$ cat src/dq_pkg.sv
`default_nettype none

package dq_pkg;

    localparam int CAPACITY = 32;
    localparam int IDX_W    = $clog2(CAPACITY);
    localparam int CNT_W    = $clog2(CAPACITY + 1);

    localparam int VALUE_W  = 32;
    localparam int OP_W     = 3;
    localparam int STATUS_W = 2;

    localparam logic [OP_W-1:0] OP_PUSH_FRONT = 3'd0;
    localparam logic [OP_W-1:0] OP_POP_FRONT  = 3'd1;
    localparam logic [OP_W-1:0] OP_PUSH_BACK  = 3'd2;
    localparam logic [OP_W-1:0] OP_POP_BACK   = 3'd3;
    localparam logic [OP_W-1:0] OP_DUMP       = 3'd4;

    localparam logic [STATUS_W-1:0] STAT_OK    = 2'd0;
    localparam logic [STATUS_W-1:0] STAT_EMPTY = 2'd1;
    localparam logic [STATUS_W-1:0] STAT_FULL  = 2'd2;

    localparam logic [CNT_W-1:0] OCC_FULL = CNT_W'(CAPACITY);
    localparam logic [CNT_W-1:0] CAP_M1   = CNT_W'(CAPACITY - 1);
    localparam logic [CNT_W-1:0] CNT_ONE  = CNT_W'(1);
    localparam logic [CNT_W-1:0] CNT_ZERO = '0;
    localparam logic [CNT_W:0]   CAP_EXT  = (CNT_W + 1)'(CAPACITY);

    // One access of the entry store per cycle in each direction.
    typedef struct packed {
        logic               we;
        logic [IDX_W-1:0]   waddr;
        logic [VALUE_W-1:0] wdata;
        logic               re;
        logic [IDX_W-1:0]   raddr;
    } dq_mem_req_t;

    // Ring position base + off, folded back into the store.
    function automatic logic [IDX_W-1:0] ring_add(input logic [IDX_W-1:0] base,
                                                  input logic [CNT_W-1:0] off);
        logic [CNT_W:0] sum;
        sum = {{(CNT_W + 1 - IDX_W){1'b0}}, base} + {1'b0, off};
        if (sum >= CAP_EXT) begin
            sum = sum - CAP_EXT;
        end
        return sum[IDX_W-1:0];
    endfunction

endpackage

`default_nettype wire

$ cat src/dq_store.sv
`default_nettype none

module dq_store
    import dq_pkg::*;
(
    input  wire logic               aclk,
    input  wire dq_mem_req_t        req,
    output logic [VALUE_W-1:0]      rd_data
);

    logic [VALUE_W-1:0] mem [CAPACITY];

    always_ff @(posedge aclk) begin
        if (req.we) begin
            mem[req.waddr] <= req.wdata;
        end
    end

    // The read data holds while no read is issued, so a stalled result keeps its value.
    always_ff @(posedge aclk) begin
        if (req.re) begin
            rd_data <= mem[req.raddr];
        end
    end

endmodule

`default_nettype wire

$ cat src/dq_ctrl.sv
`default_nettype none

module dq_ctrl
    import dq_pkg::*;
(
    input  wire logic                 aclk,
    input  wire logic                 aresetn,
    input  wire logic                 s_tvalid,
    output logic                      s_tready,
    input  wire logic [OP_W-1:0]      s_op,
    input  wire logic [VALUE_W-1:0]   s_value,
    output logic                      m_tvalid,
    input  wire logic                 m_tready,
    output logic [VALUE_W-1:0]        m_value,
    output logic [STATUS_W-1:0]       m_status,
    output logic                      m_last,
    output dq_mem_req_t               mem_req,
    input  wire logic [VALUE_W-1:0]   rd_data
);

    typedef enum logic [2:0] {
        S_IDLE = 3'b001,
        S_POP  = 3'b010,
        S_DUMP = 3'b100
    } state_t;

    state_t              state_reg, state_next;
    logic [IDX_W-1:0]    front_reg, front_next;
    logic [CNT_W-1:0]    occ_reg, occ_next;
    logic [CNT_W-1:0]    dump_cnt_reg, dump_cnt_next;
    logic                m_valid_reg, m_valid_next;
    logic [VALUE_W-1:0]  m_value_reg, m_value_next;
    logic [STATUS_W-1:0] m_status_reg, m_status_next;
    logic                m_last_reg, m_last_next;

    logic out_free;
    logic accept;
    logic dump_last;
    logic [IDX_W-1:0] new_front;

    assign out_free  = !m_valid_reg || m_tready;
    assign s_tready  = (state_reg == S_IDLE) && out_free;
    assign accept    = s_tvalid && s_tready;
    assign dump_last = (dump_cnt_reg + CNT_ONE) == occ_reg;
    assign new_front = ring_add(front_reg, CAP_M1);

    assign m_tvalid = m_valid_reg;
    assign m_value  = m_value_reg;
    assign m_status = m_status_reg;
    assign m_last   = m_last_reg;

    always_comb begin
        state_next    = state_reg;
        front_next    = front_reg;
        occ_next      = occ_reg;
        dump_cnt_next = dump_cnt_reg;
        m_valid_next  = m_valid_reg && !m_tready;
        m_value_next  = m_value_reg;
        m_status_next = m_status_reg;
        m_last_next   = m_last_reg;
        mem_req       = '0;

        case (state_reg)
            S_IDLE: begin
                if (accept) begin
                    case (s_op)
                        OP_PUSH_FRONT, OP_PUSH_BACK: begin
                            m_valid_next = 1'b1;
                            m_value_next = '0;
                            m_last_next  = 1'b1;
                            if (occ_reg >= OCC_FULL) begin
                                m_status_next = STAT_FULL;
                            end else begin
                                m_status_next = STAT_OK;
                                mem_req.we    = 1'b1;
                                mem_req.wdata = s_value;
                                occ_next      = occ_reg + CNT_ONE;
                                if (s_op == OP_PUSH_FRONT) begin
                                    mem_req.waddr = new_front;
                                    front_next    = new_front;
                                end else begin
                                    mem_req.waddr = ring_add(front_reg, occ_reg);
                                end
                            end
                        end
                        OP_POP_FRONT, OP_POP_BACK, OP_DUMP: begin
                            if (occ_reg == CNT_ZERO) begin
                                m_valid_next  = 1'b1;
                                m_value_next  = '0;
                                m_status_next = STAT_EMPTY;
                                m_last_next   = 1'b1;
                            end else if (s_op == OP_DUMP) begin
                                mem_req.re    = 1'b1;
                                mem_req.raddr = front_reg;
                                dump_cnt_next = CNT_ZERO;
                                state_next    = S_DUMP;
                            end else begin
                                mem_req.re = 1'b1;
                                occ_next   = occ_reg - CNT_ONE;
                                state_next = S_POP;
                                if (s_op == OP_POP_FRONT) begin
                                    mem_req.raddr = front_reg;
                                    front_next    = ring_add(front_reg, CNT_ONE);
                                end else begin
                                    mem_req.raddr = ring_add(front_reg, occ_reg - CNT_ONE);
                                end
                            end
                        end
                        default: begin
                            // Undefined operations are dropped without a result.
                        end
                    endcase
                end
            end
            S_POP: begin
                if (out_free) begin
                    m_valid_next  = 1'b1;
                    m_value_next  = rd_data;
                    m_status_next = STAT_OK;
                    m_last_next   = 1'b1;
                    state_next    = S_IDLE;
                end
            end
            S_DUMP: begin
                // Each time an entry moves to the output, the read of the next one is issued.
                if (out_free) begin
                    m_valid_next  = 1'b1;
                    m_value_next  = rd_data;
                    m_status_next = STAT_OK;
                    m_last_next   = dump_last;
                    if (dump_last) begin
                        state_next = S_IDLE;
                    end else begin
                        dump_cnt_next = dump_cnt_reg + CNT_ONE;
                        mem_req.re    = 1'b1;
                        mem_req.raddr = ring_add(front_reg, dump_cnt_reg + CNT_ONE);
                    end
                end
            end
            default: begin
                state_next = S_IDLE;
            end
        endcase
    end

    always_ff @(posedge aclk) begin
        if (!aresetn) begin
            state_reg   <= S_IDLE;
            front_reg   <= '0;
            occ_reg     <= '0;
            m_valid_reg <= 1'b0;
        end else begin
            state_reg   <= state_next;
            front_reg   <= front_next;
            occ_reg     <= occ_next;
            m_valid_reg <= m_valid_next;
        end
    end

    always_ff @(posedge aclk) begin
        dump_cnt_reg <= dump_cnt_next;
        m_value_reg  <= m_value_next;
        m_status_reg <= m_status_next;
        m_last_reg   <= m_last_next;
    end

endmodule

`default_nettype wire

$ cat src/double_ended_queue.sv
// Double-ended queue of 32-bit signed values held in a ring of CAPACITY entries.
// Requests arrive on the s_ channel: s_tuser carries the operation (push front,
// pop front, push back, pop back, dump) and s_tdata the value to push. Results
// leave on the m_ channel: m_tdata is the popped or dumped value, m_tuser the
// status (ok, empty, full) and m_tlast marks the final result of a request.
// A push writes the store in the cycle it is accepted; its result is valid the
// next cycle, so pushes and rejected requests run at one item per cycle while
// m_tready is high. A pop reads the store, whose read port is registered, and
// its result moves from S_POP into the output register. A dump emits its first
// entry the same way and then one entry per cycle while m_tready is high, front
// to back, one result for each entry that the queue holds.
// One request is in work at a time; s_tready is low while a pop or dump waits
// on the store. A result waits in the output register while m_tready is low,
// and the walk of a dump pauses with it. Reset empties the queue at once; the
// store itself is not cleared, since no entry is read before it was written.
// Undefined operations are accepted and give no result.
`default_nettype none

module double_ended_queue
    import dq_pkg::*;
(
    input  wire logic        aclk,
    input  wire logic        aresetn,
    input  wire logic        s_tvalid,
    output logic             s_tready,
    input  wire logic [31:0] s_tdata,  // value[31:0]
    input  wire logic [7:0]  s_tuser,  // operation[2:0], zero above
    output logic             m_tvalid,
    input  wire logic        m_tready,
    output logic [31:0]      m_tdata,  // result_value[31:0]
    output logic [7:0]       m_tuser,  // status[1:0], zero above
    output logic             m_tlast
);

    dq_mem_req_t         mem_req;
    logic [VALUE_W-1:0]  rd_data;
    logic [STATUS_W-1:0] status;

    dq_ctrl u_ctrl (
        .aclk     (aclk),
        .aresetn  (aresetn),
        .s_tvalid (s_tvalid),
        .s_tready (s_tready),
        .s_op     (s_tuser[OP_W-1:0]),
        .s_value  (s_tdata),
        .m_tvalid (m_tvalid),
        .m_tready (m_tready),
        .m_value  (m_tdata),
        .m_status (status),
        .m_last   (m_tlast),
        .mem_req  (mem_req),
        .rd_data  (rd_data)
    );

    dq_store u_store (
        .aclk    (aclk),
        .req     (mem_req),
        .rd_data (rd_data)
    );

    assign m_tuser = {{(8 - STATUS_W){1'b0}}, status};

endmodule

`default_nettype wire
$ cat config.mk
export PLATFORM = sky130hd
export DESIGN_NAME = double_ended_queue
export DESIGN_NICKNAME = d
export VERILOG_FILES = /design/src/dq_pkg.sv /design/src/dq_store.sv /design/src/dq_ctrl.sv /design/src/double_ended_queue.sv
export SDC_FILE = /design/constraint.sdc
export NUM_CORES = 1
export LEC_CHECK = 0
export BUFFER_PORTS_ARGS = -buffer_cell sky130_fd_sc_hd__buf_2
export CAP_MARGIN = 15
export CORE_UTILIZATION = 39
export DETAILED_ROUTE_END_ITERATION = 12
export HOLD_SLACK_MARGIN = 0.03
export PLACE_DENSITY_LB_ADDON = 0.05
export SYNTH_ARGS = -nofsm -noshare
export SYNTH_HDL_FRONTEND = slang
export SYNTH_HIERARCHICAL = 1
export SYNTH_SLANG_ARGS = --single-unit
$ cat constraint.sdc
create_clock -name aclk -period 7.4 [get_ports aclk]
set_input_delay 2.22 -clock aclk [delete_from_list [all_inputs] [get_ports aclk]]
set_output_delay 2.22 -clock aclk [all_outputs]
set_load 0.005 [all_outputs]
======== Word-level counts from Yosys, hierarchy flattened ========
Memory sizes are Yosys's and may differ from the RTL's. A register that Yosys moved wholly into a read port is not among the register bits.
Cells that the tools add are included.
operators by class
  add/sub/neg operators ................... 13
  magnitude comparators ................... 6
  equal/unequal tests ..................... 24
  muxes and demuxes ....................... 66
  reduce and logical (&&, ||, !) cells .... 21
operator list
  cell                                                                     number
  32-bit case mux with 2 select lines                                      2
  38-bit two-way mux                                                       3
  32-bit two-way mux                                                       3
  6-bit two-way mux                                                        13
  5-bit two-way mux                                                        13
  44-bit two-way mux                                                       1
  6-bit case mux with 2 select lines                                       3
  5-bit by 1-bit subtractor with 5-bit output, second input constant       5
  5-bit by 6-bit adder with 7-bit output                                   3
  7-bit by 6-bit >= comparator with 1-bit output, second input constant    3
  3-bit two-way mux                                                        7
  6-bit >= comparator, second input constant                               3
  6-bit AND reduction                                                      3
  2-bit by 1-bit inequality test with 1-bit output, second input constant  7
  2-bit inequality test, second input constant                             7
  6-bit by 1-bit adder with 6-bit output, second input constant            2
  5-bit case mux with 2 select lines                                       1
  3-bit by 2-bit == test with 1-bit output, second input constant          3
  1-bit two-way mux                                                        9
  3-bit case mux with 3 select lines                                       1
  2-bit two-way mux                                                        4
  2-bit case mux with 2 select lines                                       2
  8-bit AND reduction                                                      1
  7-bit AND reduction                                                      1
  19 further kinds                                                         30
storage, ports and cells
  register bits after elaboration ......... 56
  bits in writable memories ............... 1024
  input port bits ......................... 44
  memories kept ........................... 1
memories
  memory       words  width  rd ports  clocked after memory_dff  write ports  RTL line        text
  u_store.mem  32     32     1         1                         1            dq_store.sv:11  logic [VALUE_W-1:0] mem [CAPACITY];

======== Logic depth before layout (Yosys ltp) ========
  depth after elaboration ................. 12
  depth in mapped cells ................... 16
  mapped depth without buffers ............ 14

======== Hierarchy ========
The synthesis kept the hierarchy.
modules (own cells, without submodules)
  module              instances  cells an instance  area an instance (µm²)  sequential area each (µm²)
  dq_store            1          2260               40812.9                 31710.4
  dq_ctrl             1          366                3641.0                  1531.5
  double_ended_queue  1          7                  48.8                    0.0

======== Worst setup path before layout ========
No wires, ideal clock.
  path type ............................... in2reg
  start ................................... input s_tuser[0]
  end ..................................... memory u_store.mem[19][0] (enable)
  setup time .............................. 0.421 ns
  arrival time ............................ 5.558 ns
  required time ........................... 6.979 ns
  slack ................................... 1.421 ns
  stages on the path ...................... 9
  cells stage by stage .................... buf_4 nor3_1 inv_1 o211ai_1 nand3_1 xor2_1 nor2_1 or3b_2 nor2_1
RTL lines
  item         RTL line                  text
  from (decl)  double_ended_queue.sv:27  input wire logic [7:0] s_tuser,
  to (decl)    dq_store.sv:11

==> summary.txt <==
Setup path
  • WP data arrival: 6170 ps
  • Buf/Inv on CP: 2
  • Crit path from: s_tuser[2]
  • RR Startpoint: u_ctrl/state_reg[0]
  • Startpoint types: primary input
  • CP Cell Sequence: buf_2, or3b_4, o21a_1, or3_1, o22ai_1, and2_4, buf_4, a22o_1, nor3_1, a31oi_1, nand3_1
  • Reg2Reg Setup Slack: roughly 2800 ps
  • CP max-delay cell: or3_1
  • FF-to-FF End: u_store/mem[10][21]
  • WS Path Type: in -> reg
  • Largest stage delay on the critical path: 610 ps
  • WP data required: between 7000 and 8000 ps
  • FF-to-FF path depth: 8
  • CP endpoint kind: flop
  • Kind of cell adding the most delay to the critical path: simple AND/OR/NAND/NOR gates
  • CP Depth: 11
  • Setup crit end: u_store/rd_data[31]
  • Crit Path Max Fanout: 25

Clock tree
  • H-tree depth: 3
  • Post-CTS Setup Bufs: 0
  • Clk sinks: ~1.1k
  • CTS Hold Bufs: 0
  • Clock transition at the registers of the reported paths: about 60 ps
  • Total CTS buffers: approximately 120
  • Clk buf depth: 3
  • Resize count post-CTS: 0
  • Root buf cell: clkbuf_16
  • Clk Latency, worst-skew pair: between 700 and 800 ps
  • TritonCTS clock tree: done

Place
  • Port bufs: between 70 and 80
  • Final GP Congestion: ~0.76
  • Post-detail-place hpwl: ~65,000 um
  • Placement Cell Area: around 47,000 um2

Logic synthesis
  • Cells after synthesis: 2,633
  • YS warnings: 6
  • Synthesized area per cell: approximately 17 um2
  • Register area share after synthesis: 74.7%
  • Yosys reg bits: roughly 1.1k
  • Main synth FF type: edfxtp_1
  • Asr flop ratio synth: 0%
  • Number of synthesized flops with an enable pin: 1,097
  • Synth unique cells: 61
  • Mapped Area: 44,500 um2

Final layout
  • Most common library cell in the layout ignoring fill and taps: edfxtp_1
  • Layout cells sized above 1: approximately 14%
  • Fin area: ~51,000 um2
  • Fillcell total: 9,746
  • Layout Nets: between 2k and 3k
  • Max reg flops: between 1k and 1.5k
  • Commonest non-fill, non-tap cells in the layout: 1,097 x edfxtp_1, 515 x mux2i_1, 125 x clkbuf_16
  • Area grow syn2layout: 15.4%

STA
  • Hold Worst Slack: 526 ps
  • Measured slew at the worst slew-check pin: 1150 ps
  • Fmax: approximately 0.17 GHz
  • Final Hold Violating Endpoints: 0
  • Min Tclk post-route: between 5000 and 6000 ps
  • RSZ-0062 raised after global routing: no
  • Final setup fails: 0
  • Relative slew slack: a little under a quarter
  • Final Max Tran Viols: 0
  • Final setup TNS: 0 ps
  • Final worst path period share: roughly 78%
  • Clock Skew: between 20 and 30 ps

Power and ir drop
  • Overall Power: between 10 and 15 mW
  • Leak: 16.7 nW
  • Maximum vdd ir drop: 199 uV
  • Cell Pwr Density: around 270 nW/um2

Floorplanning
  • Die H: around 340 um
  • Die Wd: roughly 340 um
  • I/O pin total: 87
  • Die area: 115,000 um2
  • Core box area: 113,000 um2
  • Starting Density: 39.5%
  • Cell Rows: ~120

Global routing
  • Number of global-route vias before repair: approximately 24k
  • Largest net degree at the start of global routing: 93
  • Grt ovf: 0
  • Initial antenna violation count: 4
  • Tot GR Track Use: a little over a fifth
  • Global-route wire length before repair: roughly 170,000 um

Detailed routing
  • Routed WL: about 120,000 um
  • Final ANT Viol Nets: 0
  • Residual DRC: 0
  • Vias: approximately 24k
  • First DRT Iteration DRCs: around 1.9k
  • Drt via density: 5.37
  • DR pass1 iterations: 5
  • DR WL/cell: around 28 um

Run status
  • Status: finished clean

Min path
  • WHS Path Cells: 1
  • Worst min path class: reg -> reg

Job
  • Max_cap viols: 0
## worst min path at each step
stage | startpoint | end | slack (ps)
floorplan | u_store/rd_data[0] | u_ctrl/m_value[0] | 500
global placement | u_store/rd_data[28] | u_ctrl/m_value[28] | 510
detailed placement | u_store/rd_data[31] | u_ctrl/m_value[31] | 510
CTS | u_store/rd_data[31] | u_ctrl/m_value[31] | 530
global route | u_store/rd_data[31] | u_ctrl/m_value[31] | 540
finish | u_store/rd_data[28] | u_ctrl/m_value[28] | 530
## kinds of logic (layout without fill, tap and decap cells)
group / count (synthesis) / in the layout / share of synthesized area, %
AO/OA/AOI/OAI: 342 / 342 / 5.28
XOR/XNOR: 35 / 35 / 0.720
adder cells (fa/ha/maj): 21 / 21 / 0.641
buffers and inverters: 166 / 413 / 2.15
flip-flops: 1112 / 1112 / 74.7
multiplexers: 515 / 515 / 11.6
other: 1 / 8 / 0.00843
AND/OR/NAND/NOR: 441 / 441 / 4.93
## per-layer routing
metal / up-vias / share of wire, % / GRT usage [%]
met2: 495 / 48 / 34.0
li1: 10596 / - / -
met1: 12323 / 46 / 29.2
met3: 160 / 4.0 / 2.67
met4: 0 / 2.2 / 5.81
met5: - / 0 / 0
## worst reg2reg max path, stage by stage (launching register included)
cell and delay (ps):
dfxtp_1 400, nor3b_4 360, nand3_2 300, nor2_1 200
nand2_1 230, a211oi_1 960, or3b_2 640, nor2_4 820
buf_4 410
## final cells by class
cell class | instances | area, um2 | area share, %
Tap cell | 1500 | 1880 | 3.66
Timing Repair Buffer | 175 | 1590 | 3.10
Multi-Input combinational cell | 1360 | 10600 | 20.7
Clock buffer | 142 | 3170 | 6.18
Antenna cell | 2 | 5.00 | 0.00975
Inverter | 16 | 60.1 | 0.117
Sequential cell | 1112 | 33200 | 64.8
Clock inverter | 80 | 764 | 1.49
## cell usage after synthesis (2+ instances only)
master	n	share of area [%]
a211oi_1	5	0.084
a211oi_2	2	0.056
a21boi_0	2	0.034
a21o_1	5	0.084
a21oi_1	108	1.2
a22o_1	64	1.3
a22oi_1	96	1.6
a31oi_1	33	0.46
and2_1	73	1.0
buf_1	6	0.051
buf_2	34	0.38
buf_4	43	0.73
buf_6	16	0.40
clkbuf_1	49	0.41
clkbuf_4	2	0.034
dfxtp_1	15	0.67
edfxtp_1	1097	74
fa_1	3	0.13
ha_1	18	0.51
inv_1	16	0.13
mux2i_1	515	12
nand2_1	122	1.0
nand2b_1	3	0.042
nand3_1	103	1.2
nand3b_1	5	0.084
nand4_1	4	0.056
nor2_1	58	0.49
nor2_2	2	0.028
nor2b_1	9	0.13
nor3_1	40	0.45
nor3_2	2	0.045
nor3b_1	3	0.051
nor4_1	2	0.028
o21a_1	3	0.051
o21ai_0	9	0.10
o22ai_1	3	0.042
o311ai_0	2	0.039
o31a_1	2	0.039
or3_1	3	0.042
or3b_2	3	0.059
xnor2_1	20	0.39
xor2_1	14	0.28
## power breakdown
group / switching (mW) / total [mW] / internal (mW) / leakage (nW)
logic: 0.447 / 0.696 / 0.249 / 3.82
registers: 0.0212 / 6.96 / 6.93 / 11.0
clock network: 2.42 / 5.97 / 3.55 / 1.92
## through the flow
stage	std cells	worst slack, ps	utilization [%]
after floorplan	2638	1420	-
after global placement	4156	984	41.9
after detailed placement	4156	922	41.9
after CTS	4378	1680	45.3
after global routing	4386	1540	45.5
final	4387	1660	45.5
(Power assumes the default switching activity.)
